[src/edmb_pkg.sv]
// Shared constants and types for the error diffusion dither and mask blend block.
package edmb_pkg;

   // Configuration port.
   localparam int CSR_W     = 11;
   localparam int CSR_IDX_W = 1;
   localparam logic [CSR_IDX_W-1:0] REG_LINE_WIDTH   = 1'd0;
   localparam logic [CSR_IDX_W-1:0] REG_FRAME_HEIGHT = 1'd1;
   localparam logic [CSR_W-1:0] LINE_WIDTH_RESET   = 11'd640;
   localparam logic [CSR_W-1:0] FRAME_HEIGHT_RESET = 11'd360;

   // Frame geometry.
   localparam int ROW_W      = 10;
   localparam int MAX_HEIGHT = 1024;

   // Stream payload widths.
   localparam int PIX_W      = 8;
   localparam int REQ_DATA_W = 48;
   localparam int RSP_DATA_W = 32;

   // Position flags that travel with a pixel from the position tracker.
   typedef struct packed {
      logic first_row;
      logic last_col;
      logic last_row;
   } pos_flags_type;

endpackage

[src/edmb_pos.sv]
// Configuration registers and raster position tracking of the incoming pixels.
module edmb_pos #(
   parameter int MAX_WIDTH = 1024
) (
   input  logic                                 clock,
   input  logic                                 reset,
   input  logic                                 csr_we,
   input  logic [edmb_pkg::CSR_IDX_W-1:0]       csr_index,
   input  logic [edmb_pkg::CSR_W-1:0]           csr_wdata,
   input  logic                                 accept,
   input  logic                                 frame_start,
   output logic [$clog2(MAX_WIDTH)-1:0]         x,
   output edmb_pkg::pos_flags_type              flags
);
   import edmb_pkg::*;

   localparam int XW  = $clog2(MAX_WIDTH);
   localparam int CW  = $clog2(MAX_WIDTH + 1);
   localparam int LW  = (CW > CSR_W) ? CW : CSR_W;
   localparam int HW  = ROW_W + 1;

   logic [CSR_W-1:0] line_width_ff, line_width_in;
   logic [CSR_W-1:0] frame_height_ff, frame_height_in;
   logic [XW-1:0]    col_ff, col_in;
   logic [ROW_W-1:0] row_ff, row_in;

   logic [LW-1:0]    w_raw, w_eff;
   logic [HW-1:0]    h_raw, h_eff;
   logic [ROW_W-1:0] y;

   always_comb begin
      line_width_in   = line_width_ff;
      frame_height_in = frame_height_ff;
      if (csr_we) begin
         unique case (csr_index)
            REG_LINE_WIDTH:   line_width_in   = csr_wdata;
            REG_FRAME_HEIGHT: frame_height_in = csr_wdata;
         endcase
      end
   end

   // Registers are used clamped to their legal range.
   always_comb begin
      w_raw = LW'(line_width_ff);
      if (w_raw == '0) begin
         w_eff = LW'(1);
      end else if (w_raw > LW'(MAX_WIDTH)) begin
         w_eff = LW'(MAX_WIDTH);
      end else begin
         w_eff = w_raw;
      end
      h_raw = HW'(frame_height_ff);
      if (h_raw == '0) begin
         h_eff = HW'(1);
      end else if (h_raw > HW'(MAX_HEIGHT)) begin
         h_eff = HW'(MAX_HEIGHT);
      end else begin
         h_eff = h_raw;
      end
   end

   always_comb begin
      x               = frame_start ? '0 : col_ff;
      y               = frame_start ? '0 : row_ff;
      flags.first_row = (y == '0);
      flags.last_col  = ((LW'(x) + LW'(1)) >= w_eff);
      flags.last_row  = ((HW'(y) + HW'(1)) >= h_eff);
      col_in = col_ff;
      row_in = row_ff;
      if (accept) begin
         if (flags.last_col) begin
            col_in = '0;
            row_in = flags.last_row ? '0 : y + ROW_W'(1);
         end else begin
            col_in = x + XW'(1);
            row_in = y;
         end
      end
   end

   always_ff @(posedge clock) begin
      if (reset) begin
         line_width_ff   <= LINE_WIDTH_RESET;
         frame_height_ff <= FRAME_HEIGHT_RESET;
         col_ff          <= '0;
         row_ff          <= '0;
      end else begin
         line_width_ff   <= line_width_in;
         frame_height_ff <= frame_height_in;
         col_ff          <= col_in;
         row_ff          <= row_in;
      end
   end

endmodule

[config.mk]
export PLATFORM = sky130hd
export DESIGN_NAME = edmb_pos
export DESIGN_NICKNAME = d
export VERILOG_FILES = /design/src/edmb_pkg.sv /design/src/edmb_pos.sv
export SDC_FILE = /design/constraint.sdc
export NUM_CORES = 1
export LEC_CHECK = 0
export ABC_AREA = 1
export BUFFER_PORTS_ARGS = -buffer_cell sky130_fd_sc_hd__clkbuf_2
export CAP_MARGIN = 25
export CORE_MARGIN = 1
export CORE_UTILIZATION = 55
export CTS_CLUSTER_DIAMETER = 30
export DETAILED_ROUTE_END_ITERATION = 8
export PLACE_DENSITY_LB_ADDON = 0.08
export SLEW_MARGIN = 20
export SYNTH_ARGS = -nofsm -noshare
export SYNTH_HDL_FRONTEND = slang
export SYNTH_SLANG_ARGS = --single-unit
[constraint.sdc]
create_clock -name clock -period 5.9 [get_ports clock]
set_input_delay 1.77 -clock clock [delete_from_list [all_inputs] [get_ports clock]]
set_output_delay 1.77 -clock clock [all_outputs]
set_load 0.005 [all_outputs]
# == Word level (Yosys, flattened, before mapping) ==
# Index checks and enable logic that the tools add are counted.
# op_classes
add_sub_neg,4
order_cmp,4
muxes,9
n_bitwise,1
reduce_logical,5
# op_table
cell,n
$mux W10,5
$mux W11,4
$add A10 B1 Y11 const B,2
$ge A11 B11 Y1,2
$gt A11 B11 Y1 const B,2
$logic_not A11 Y1,2
$add A10 B1 Y10 const B,2
$logic_not A10 Y1,1
$reduce_and A2 Y1,2
$not A1 Y1,1
# word_totals
ff_bits,42
output_inout_bits,13
word_cells,27

# == Logic depth before layout (Yosys ltp) ==
# depth
depth_word,6
mapped_depth,21
depth_no_buf,20

# == Least setup slack after synthesis ==
# No wires, ideal clock.
# synth_path
path_type,input port to output port
startpoint,input frame_start
endpoint,output flags[1] in the netlist's numbering
arrival_time_ns,3.722
setup_slack_ns,0.408
cell_stages,14
path_buffers,1
cell_sequence,buf_6 > nor2_1 > ha_1 > nand3_2 > nor2_1 > nand3_1 > xor2_1 > ha_1 > nand2_1 > nand2_1 > a21oi_1 > nand2_1 > inv_1 > nand3_1
# synth_lines
item,line,source
start: declaration,edmb_pos.sv:11,"input logic frame_start,"
end: declaration,edmb_pos.sv:13,output edmb_pkg::pos_flags_type flags

==> impl_metrics.tcl <==
set metrics [dict create \
    ctsHoldBuffers 0 \
    yosysUniqueCellTypes 31 \
    grt_first_pass_wirelength_mm 10.5 \
    worstPathCellList "buf_2, nor2_1, ha_1, nand3_2, nor2_2, nand3_2, xor2_1, ha_1, nand2_1, nor2_1, and2_1, nand2_1, nand4_1, clkbuf_2" \
    min_to "col_ff[9]$_SDFFE_PP0P_" \
    hold_class "reg -> reg" \
    core_mm2 0.00511 \
    required_ps 4130 \
    die_h_um 74.6 \
    syn_to_final_growth_pct 11.1 \
    fin_util_pct 63.1 \
    worstPathMaxFanout 13 \
    portBuffers 29 \
    dp_hpwl_mm 5.03 \
    drt_iter0_drc 142 \
    dp.cells 534 \
    die-area_mm2 0.00557 \
    worstSetupEndpointType "output pin" \
    htreeDepth 2 \
    syn_area_per_cell_um2 6.58 \
    cp-start-kind "input pin" \
    cts_tree "yes" \
    die_x_um 74.6 \
    holdPathStages 2 \
    num_vias 2717 \
    diodes 0 \
    synth_edf_count 0 \
    seq_area_frac_synth_pct 29.0 \
    fillers 502 \
    syn_nets 483 \
    drc 0 \
    crit_arrival_ps 3930 \
    power.leakage_nw 1.59 \
    antenna_left 0 \
    post_drt_via_cell_ratio 5.01 \
    cts_buffers 5 \
    final_layout_size_suffix_gt1_share_pct 15.7 \
    grt_usage_pct 24.6 \
    clk_pin_slew_ps 80 \
    reg2reg_slack_ps 2980 \
    r2r-end "row_ff[3]$_SDFFE_PP0P_" \
    grt_max_degree 29 \
    tightest_slew_ps 722 \
    syn_area_mm2 0.00290 \
    cp_slowest_stage_delay_ps 330 \
    start_util_pct 56.8 \
    finalHoldViolCount 0 \
    multi_input_area_mm2 0.00178 \
    synthArstFlopShare_pct 0 \
    synthCells 441 \
    power_density_mw_per_mm2 187 \
    r2r_start "col_ff[1]$_SDFFE_PP0P_" \
    outcome "completed" \
    grt_pass1_vias 2395 \
    path_class "in -> out" \
    ys_ff_latch 42 \
    slew_headroom_pct 51.8 \
    regArea_um2 841 \
    clock_sinks 42 \
    slowest_stage "ha_1" \
    slew_viol_final 0 \
    fp-row-count 26 \
    wl_per_cell_um 11.9 \
    insertion_delay_ps 290 \
    post-route-min-period_ps 5700 \
    instances_no_fill 542 \
    rsz0062_at_grt "false" \
    setup_violations 0 \
    drv_cap 0 \
    first_pass_iters 5 \
    place_congestion 0.831 \
    post-route-period-util_pct 96.6 \
    antenna_found_initial 0 \
    fin_nets 513 \
    ir_drop_mv 0.138 \
    hp-start "col_ff[9]$_SDFFE_PP0P_" \
    max_freq_mhz 175 \
    clock_path_buffers 2 \
    ys_warn_count 0 \
    setup_tns_ps 0 \
    cts_root_buffer "clkbuf_8" \
    wl_mm 6.45 \
    synth-main-ff-cell "dfxtp_1" \
    overflow 0 \
    ff2ff_path_depth 18 \
    fin_skew_ps 3.83 \
    io_pins 30 \
]
==> what timing repair did <==
item | CTS | global route
resized for setup | 0 | 4
setup endpoints to repair | 0 | 2
setup buffers | 0 | 0
==> per-stage QoR <==
step	hold WS, ps	cell area (um^2)	worst slack [ps]	total power (W)
after global routing	509	3220	0.993	0.000635
final	470	3220	200	0.000603
after floorplan	443	2900	408	0.000385
after CTS	467	3210	69.9	0.000609
after global placement	454	3120	164	0.000413
after detailed placement	454	3120	79.6	0.000415
==> final cells by class <==
cell class	count	share of cell area [%]
multi-input combinational	325	55.3
tap	70	2.72
inverter	63	7.42
clock inverter	1	0.155
timing repair buffer	34	5.67
clock buffer	7	2.68
sequential	42	26.1
==> placed cells by master, fill, tap and decap left out, drive strengths merged, types with 6 or more instances in the layout <==
| cell type | count |
|---|---|
| a21oi | 40 |
| buf | 6 |
| clkbuf | 35 |
| dfxtp | 42 |
| ha | 25 |
| inv | 60 |
| nand2 | 117 |
| nand3 | 19 |
| nor2 | 64 |
| o21ai | 25 |
| xor2 | 11 |
==> worst max-delay path by stage <==
stage / from / slack, ps / endpoint
detailed placement: frame_start / 80 / flags[0]
finish: frame_start / 200 / flags[0]
global route: frame_start / 1 / flags[0]
floorplan: frame_start / 410 / flags[1]
global placement: frame_start / 160 / flags[1]
CTS: frame_start / 70 / flags[0]
==> cells by family after synthesis <==
family / synth area share, %
flip-flops: 29.0
AO/OA/AOI/OAI: 13.0
AND/OR/NAND/NOR: 32.7
adder cells (fa/ha/maj): 10.8
buffers and inverters: 9.97
XOR/XNOR: 4.49
==> power breakdown <==
group	internal [W]	total [W]	leakage (nW)	switching [W]
Sequential	0.000297	0.000305	0.344	0.00000869
Combinational	0.0000364	0.000103	1.20	0.0000665
Clock	0.0000946	0.000195	0.0482	0.000100
Total	0.000428	0.000603	1.59	0.000175
==> state kept, by name, indices dropped and copies added (netlist names) <==
register / flops
row_ff: 10
line_width_ff: 11
frame_height_ff: 11
col_ff: 10
==> cell usage after synthesis, types with 2 or more instances <==
library cell | count | share of area (%)
a21oi_1 | 40 | 6.9
a22oi_1 | 2 | 0.52
clkbuf_1 | 9 | 1.2
clkinv_1 | 3 | 0.39
dfxtp_1 | 42 | 29
ha_1 | 25 | 11
inv_1 | 52 | 6.7
inv_2 | 7 | 0.91
nand2_1 | 113 | 15
nand2_2 | 3 | 0.65
nand3_1 | 14 | 2.4
nand3_2 | 5 | 1.7
nand4_1 | 4 | 0.86
nor2_1 | 53 | 6.9
nor2_2 | 6 | 1.3
nor2_4 | 5 | 1.9
nor3_1 | 5 | 0.86
nor4_1 | 2 | 0.43
o211ai_1 | 4 | 1.0
o21ai_0 | 25 | 4.3
xnor2_1 | 2 | 0.60
xor2_1 | 11 | 3.3
==> worst max-delay path, delay by kind of cell <==
kind | cells | cell delay (ps)
adders and majority gates | 2 | 550
and+or+nand+nor | 9 | 1050
buffers and inverters | 2 | 360
xor gates and xnor gates | 1 | 170
==> per-layer routing <==
layer | global-route usage, % | wire length [um]
met1 | 33.3 | 3220
met2 | 40.4 | 2930
met3 | 3.88 | 226
met4 | 7.97 | 70
met5 | 0 | 0
Power figures use the tool's default switching activity.
