===== config.mk =====
export PLATFORM = sky130hd
export DESIGN_NAME = edmb_chan
export DESIGN_NICKNAME = d
export VERILOG_FILES = /design/src/edmb_pkg.sv /design/src/edmb_chan.sv
export SDC_FILE = /design/constraint.sdc
export NUM_CORES = 1
export LEC_CHECK = 0
export ABC_AREA = 1
export BUFFER_PORTS_ARGS = -buffer_cell sky130_fd_sc_hd__buf_2
export CAP_MARGIN = 5
export CORE_MARGIN = 2
export CORE_UTILIZATION = 54
export DETAILED_ROUTE_END_ITERATION = 16
export PLACE_DENSITY = 0.82
export SLEW_MARGIN = 20
export SYNTH_ARGS = -nofsm -noshare
export SYNTH_HDL_FRONTEND = slang
export SYNTH_SLANG_ARGS = --single-unit

===== constraint.sdc =====
create_clock -name vclk -period 9.7
set_input_delay 0.97 -clock vclk [all_inputs]
set_output_delay 0.97 -clock vclk [all_outputs]
set_load 0.05 [all_outputs]

===== src/edmb_pkg.sv =====
// Shared constants and types for the error diffusion dither and mask blend block.
package edmb_pkg;

   // Configuration port.
   localparam int CSR_W     = 11;
   localparam int CSR_IDX_W = 1;
   localparam logic [CSR_IDX_W-1:0] REG_LINE_WIDTH   = 1'd0;
   localparam logic [CSR_IDX_W-1:0] REG_FRAME_HEIGHT = 1'd1;
   localparam logic [CSR_W-1:0] LINE_WIDTH_RESET   = 11'd640;
   localparam logic [CSR_W-1:0] FRAME_HEIGHT_RESET = 11'd360;

   // Frame geometry.
   localparam int ROW_W      = 10;
   localparam int MAX_HEIGHT = 1024;

   // Stream payload widths.
   localparam int PIX_W      = 8;
   localparam int REQ_DATA_W = 48;
   localparam int RSP_DATA_W = 32;

   // Position flags that travel with a pixel from the position tracker.
   typedef struct packed {
      logic first_row;
      logic last_col;
      logic last_row;
   } pos_flags_type;

endpackage


===== src/edmb_chan.sv =====
// Threshold and error diffusion arithmetic for one color channel of one pixel.
module edmb_chan #(
   parameter int ERROR_FRACTION_BITS = 4
) (
   input  logic [edmb_pkg::PIX_W-1:0]             bg,
   input  logic                                   restart,
   input  logic                                   last_col,
   input  logic signed [ERROR_FRACTION_BITS+8:0]  right_err,
   input  logic signed [ERROR_FRACTION_BITS+8:0]  above_err,
   input  logic signed [ERROR_FRACTION_BITS+8:0]  pend0_err,
   input  logic signed [ERROR_FRACTION_BITS+8:0]  pend1_err,
   output logic                                   bit_on,
   output logic signed [ERROR_FRACTION_BITS+8:0]  right_next,
   output logic signed [ERROR_FRACTION_BITS+8:0]  below_left,
   output logic signed [ERROR_FRACTION_BITS+8:0]  below_here,
   output logic signed [ERROR_FRACTION_BITS+8:0]  pend0_next,
   output logic signed [ERROR_FRACTION_BITS+8:0]  pend1_next
);
   import edmb_pkg::*;

   localparam int F  = ERROR_FRACTION_BITS;
   localparam int EW = F + 9;
   localparam int VW = EW + 2;
   localparam int PW = VW + 3;
   localparam int SW = PW + 1;
   localparam logic signed [VW-1:0] THRESHOLD = VW'(255 * (1 << (F - 1)));
   localparam logic signed [VW-1:0] FULL      = VW'(255 * (1 << F));
   localparam logic signed [EW-1:0] ERR_MAX   = EW'((1 << (EW - 1)) - 1);
   localparam logic signed [EW-1:0] ERR_MIN   = -ERR_MAX - EW'(1);

   function automatic logic signed [EW-1:0] sat_err(input logic signed [SW-1:0] v);
      logic signed [EW-1:0] r;
      if (v > SW'(ERR_MAX)) begin
         r = ERR_MAX;
      end else if (v < SW'(ERR_MIN)) begin
         r = ERR_MIN;
      end else begin
         r = EW'(v);
      end
      return r;
   endfunction

   logic signed [EW-1:0] right_use, pend0_use, pend1_use;
   logic signed [VW-1:0] value, err;
   logic signed [PW-1:0] err_w, share7, share5, share3, share1;

   always_comb begin
      // A frame start wipes the errors carried along the row.
      right_use = restart ? '0 : right_err;
      pend0_use = restart ? '0 : pend0_err;
      pend1_use = restart ? '0 : pend1_err;

      value  = $signed({{(VW - PIX_W - F){1'b0}}, bg, {F{1'b0}}})
               + VW'(right_use) + VW'(above_err);
      bit_on = (value >= THRESHOLD);
      err    = bit_on ? value - FULL : value;

      // Weighted shares, each floored by an arithmetic shift of four.
      err_w  = PW'(err);
      share7 = ((err_w <<< 3) - err_w) >>> 4;
      share5 = ((err_w <<< 2) + err_w) >>> 4;
      share3 = ((err_w <<< 1) + err_w) >>> 4;
      share1 = err_w >>> 4;

      right_next = last_col ? '0 : sat_err(SW'(share7));
      below_left = sat_err(SW'(pend0_use) + SW'(share3));
      below_here = sat_err(SW'(pend1_use) + SW'(share5));
      pend0_next = last_col ? '0 : below_here;
      pend1_next = last_col ? '0 : sat_err(SW'(share1));
   end

endmodule


# Yosys cells after proc, flatten, opt, wreduce, memory -nomap -nowiden
# Index checks and enable logic that the tools add are counted.
# Widths: inputs -> output; s select.
[classes]
n_addsub = 8
magnitude_cmp = 9
n_mux = 15
[ops]
columns = ["op", "n"]
rows = [
  ["$mux 13", 14],
  ["$add 13x13->14", 2],
  ["$gt 14x13->1 const B", 2],
  ["$lt 14x13->1 const B", 2],
  ["$add 17x15->18", 1],
  ["$sub 18x15->18", 1],
  ["$add 16x15->17", 1],
  ["$add 13x14->15", 1],
  ["$add 14x13->15", 1],
  ["$ge 15x12->1 const B", 1],
  ["$gt 15x13->1 const B", 1],
  ["$lt 15x13->1 const B", 1],
  ["$mux 15", 1],
  ["$sub 15x13->15 const B", 1],
  ["$gt 11x13->1 const B", 1],
  ["$lt 11x13->1 const B", 1],
]
[word_totals]
reg_bits = 0
input_bits = 62
output_inout_bits = 66
elab_cells = 32

# Depth between registers and ports, before layout
[logic_depth]
word_depth = 11
depth_mapped = 55

# Worst setup path before layout
# No wires, ideal clock.
[synth_timing]
path_type = "input to output"
startpoint = "input restart"
endpoint = "output pend0_next[10]"
t_arrival_ns = 8.261
t_required_ns = 8.730
slack_ns = 0.469
cell_stages = 46
n_path_buf = 4
cell_sequence = "clkbuf_1 clkbuf_1 nor2_1 ha_1 ha_1 fa_1 xor2_1 ha_1 nand2_1 nor2_1 nand2_2 nand3_4 nand2_4 buf_12 nand2_4 nand2_2 ha_1 a21o_1 (+10 left out) nand2_1 nand2_1 xor2_1 ha_1 nand4_1 o221ai_1 nand2_1 nand2_1 a21o_1 a21oi_1 o21ai_0 nand2_1 a22oi_1 inv_1 nand2_1 buf_2 nand3_1 a21oi_1"
[synth_between]
elab_chain_len = 11
word_cells_on_any_way = 14
classes_between = "5 x add/sub; 3 x order compare; 6 x mux"
[synth_lines]
columns = ["element", "line_no", "source"]
rows = [
  ["start, declared", "edmb_chan.sv:6", "input logic restart,"],
  ["$mux 13", "edmb_chan.sv:49", "right_use = restart ? '0 : right_err;"],
  ["$add 13x13->14", "edmb_chan.sv:54", "+ VW'(right_use) + VW'(above_err);"],
  ["$add 14x13->15", "edmb_chan.sv:54", ""],
  ["$sub 15x13->15 / $ge 15x12->1 (equally long branches)", "edmb_chan.sv:56, edmb_chan.sv:55", ""],
  ["$mux 15", "edmb_chan.sv:56", "err = bit_on ? value - FULL : value;"],
  ["$add 17x15->18", "edmb_chan.sv:61", "share5 = ((err_w <<< 2) + err_w) >>> 4;"],
  ["$add 13x14->15 (*)", "edmb_chan.sv:67", "below_here = sat_err(SW'(pend1_use) + SW'(share5));"],
  ["$lt 15x13->1", "edmb_chan.sv:35", "end else if (v < SW'(ERR_MIN)) begin"],
  ["$mux 13", "edmb_chan.sv:35", ""],
  ["$mux 13 (*)", "edmb_chan.sv:33", "if (v > SW'(ERR_MAX)) begin"],
  ["$mux 13 (*)", "edmb_chan.sv:68", "pend0_next = last_col ? '0 : below_here;"],
  ["end, declared", "edmb_chan.sv:16", "output logic signed [ERROR_FRACTION_BITS+8:0] pend0_next,"],
]
# Every way passes the cells marked *; elsewhere a longest branch is shown, timed or not.

# Worst setup path in the final report
# Ends and elaborated chain as after synthesis.

==> flow_metrics.py <==
metrics = {
    "run_status": {
        "status": "complete, no violations",
    },
    "timing": {
        "hold_viol": 0,
        "fin_crit_sh": 0.906,
        "tightestPinTransition_ns": 0.775,
        "min_period_ns": 8.78,
        "finalSetupTns_ns": 0,
        "fmax_mhz": 114,
        "setup_viol": 0,
        "report.final.slew_viol_count": 0,
        "rsz0062_at_grt": "no",
        "max_slew_margin": 0.480,
    },
    "placement": {
        "port_buffers": 128,
        "dp_hpwl_mm": 12.2,
        "place_congestion": 0.973,
    },
    "drt": {
        "drc": 0,
        "drt_iter0_drc": 375,
        "wirelength_mm": 14.0,
        "wl_per_cell_um": 11.6,
        "first_pass_iters": 5,
        "viasPerCell": 5.11,
        "vias": 6140,
        "ant_nets": 0,
    },
    "synth": {
        "avgSynthCellArea_um2": 5.86,
        "synth_area_leaders": "ha_1, nand2_1, inv_1, nor2_1, nand3_1",
        "syn-num-nets": 1102,
        "synthXorXnorAreaFrac": 0.0768,
        "yosysWarnings": 0,
        "synth_top_family_by_area": "simple AND/OR/NAND/NOR gates",
        "yosys.area.top_type": "ha_1",
        "synth.cell_area_mm2": 0.00555,
        "muxShareOfSynthArea": 0,
        "yosys.area_share.simple": 0.427,
        "synth_fa_ha_area_frac": 0.224,
        "yosysSeqAreaShare": 0,
        "synth_top_area_frac": 0.185,
        "syn_inst": 947,
        "synth.distinct_cells": 52,
        "synth_compound_area_frac": 0.128,
    },
    "cells_and_area": {
        "clock_buffers": 0,
        "nNetsFinal": 1222,
        "antennaDiodeCount": 0,
        "nFlopsAndLatches": 0,
        "multi_input_area_mm2": 0.00476,
        "drive_gt1_frac": 0.216,
        "area_growth_pct": 14.1,
        "seqCellArea_um2": 0,
        "nFillCells": 1029,
    },
    "floorplanning": {
        "die_x_um": 105,
        "initial_core_util": 0.548,
        "die_area_mm2": 0.0111,
        "pin_count": 128,
        "rows": 37,
        "die_h_um": 105,
        "core_area_mm2": 0.0101,
    },
    "worst_setup_path": {
        "arrival_ns": 7.81,
        "critPathRequiredTime_ns": 8.73,
        "start_kind": "input pin",
        "cpMaxStageDelayCell": "fa_1",
        "critical_path_class": "in -> out",
        "cp_max_fo": 13,
        "slowest_delay_ns": 0.48,
        "crit_top_cell": "nand2_1",
        "setup.worst_path.end_class": "primary output",
    },
    "global_routing": {
        "gr-total-overflow": 0,
        "antenna_found_initial": 0,
        "grt_pass1_wl_mm": 24.0,
        "grt_pass1_vias": 5614,
        "track_usage": 0.251,
        "grt_max_degree": 27,
    },
    "flow_run": {
        "cap_violations": 0,
    },
    "hold_path": {
        "hold_class": "in -> out",
    },
    "clocking": {
        "post_cts_buffers": 0,
    },
}
==> metal layers <==
metal  part of all wire  track usage
met3              0.053       0.0204
met5                  0            0
met4              0.020       0.0486
met2               0.47        0.454
met1               0.46        0.324
==> layout make-up <==
class,instances,share of cell area
repair buffers,133,0.108
inverters,189,0.113
well taps,136,0.0269
multi-input cells,743,0.752
==> cell usage in the layout, fill, tap and decap left out, types with 3 or more instances in the layout <==
cell type | Yosys | routed
clkinv_1 | 3 | 3
inv_2 | 5 | 5
o21ai_0 | 24 | 23
or2_2 | 4 | 4
xnor2_1 | 15 | 15
nand3_1 | 67 | 67
a21o_1 | 4 | 4
nand4_1 | 16 | 16
nor2_4 | 4 | 4
inv_1 | 179 | 179
a31oi_1 | 3 | 3
xor2_1 | 30 | 30
nand3_4 | 4 | 4
nor2_1 | 93 | 93
nand3_2 | 8 | 8
o21ai_1 | 4 | 5
a21oi_1 | 60 | 59
a211oi_1 | 3 | 3
nand2_1 | 207 | 206
buf_2 | 1 | 125
nand2_4 | 15 | 15
nor3_1 | 11 | 11
fa_1 | 11 | 11
nand2_2 | 32 | 33
ha_1 | 82 | 82
o21bai_1 | 7 | 7
buf_4 | 2 | 5
nand3b_1 | 6 | 6
clkbuf_4 | 0 | 3
nor2_2 | 11 | 11
==> worst max-delay path, delay by kind of cell <==
family          cells  cell delay [ns]
compound gates      9             1.39
fa+ha+maj           5             1.70
xor+xnor            2             0.33
buf+inv             6             0.78
simple gates       29             2.61
==> stage by stage <==
stage | util | cells | area (um2) | hold slack (ns) | setup slack (ns)
after floorplan | - | 947 | 5550 | 2.41 | 0.469
after global placement | 0.623 | 1201 | 6320 | 2.62 | 0.996
after detailed placement | 0.623 | 1201 | 6320 | 2.61 | 0.705
after CTS | 0.623 | 1201 | 6320 | 2.62 | 0.698
after global routing | 0.625 | 1201 | 6330 | 2.66 | 0.0580
final | 0.625 | 1201 | 6330 | 2.63 | 0.916
==> final timing paths <==
kind | from | endpoint | cells after the start
worst min-delay path | last_col | pend0_next[12] | 3
worst max-delay path | restart | pend0_next[10] | 51
==> timing repair <==
| item | CTS | global route |
|---|---|---|
| resized for setup | 0 | 6 |
| hold buffers | 0 | 0 |
| endpoints found under the setup margin | 0 | 24 |
==> cell usage after synthesis, types with 5 or more instances <==
master / number
o21ai_0: 24
nor2_1: 93
o21bai_1: 7
xor2_1: 30
inv_1: 179
clkbuf_1: 9
nand2_4: 15
nand4_1: 16
nand3b_1: 6
nand2_2: 32
a21oi_1: 60
xnor2_1: 15
nand2_1: 207
ha_1: 82
nand3_2: 8
nand3_1: 67
nor3_1: 11
inv_2: 5
fa_1: 11
nor2_2: 11
==> cells by family after synthesis <==
family                     after synthesis
AOI/OAI and AO/OA                      118
and+or+nand+nor                        485
buffers and inverters                  204
xor gates and xnor gates                47
adders and majority gates               93
Power is not shown: default switching activity piles up to over one toggle a cycle in this logic, so the estimate is an artifact.
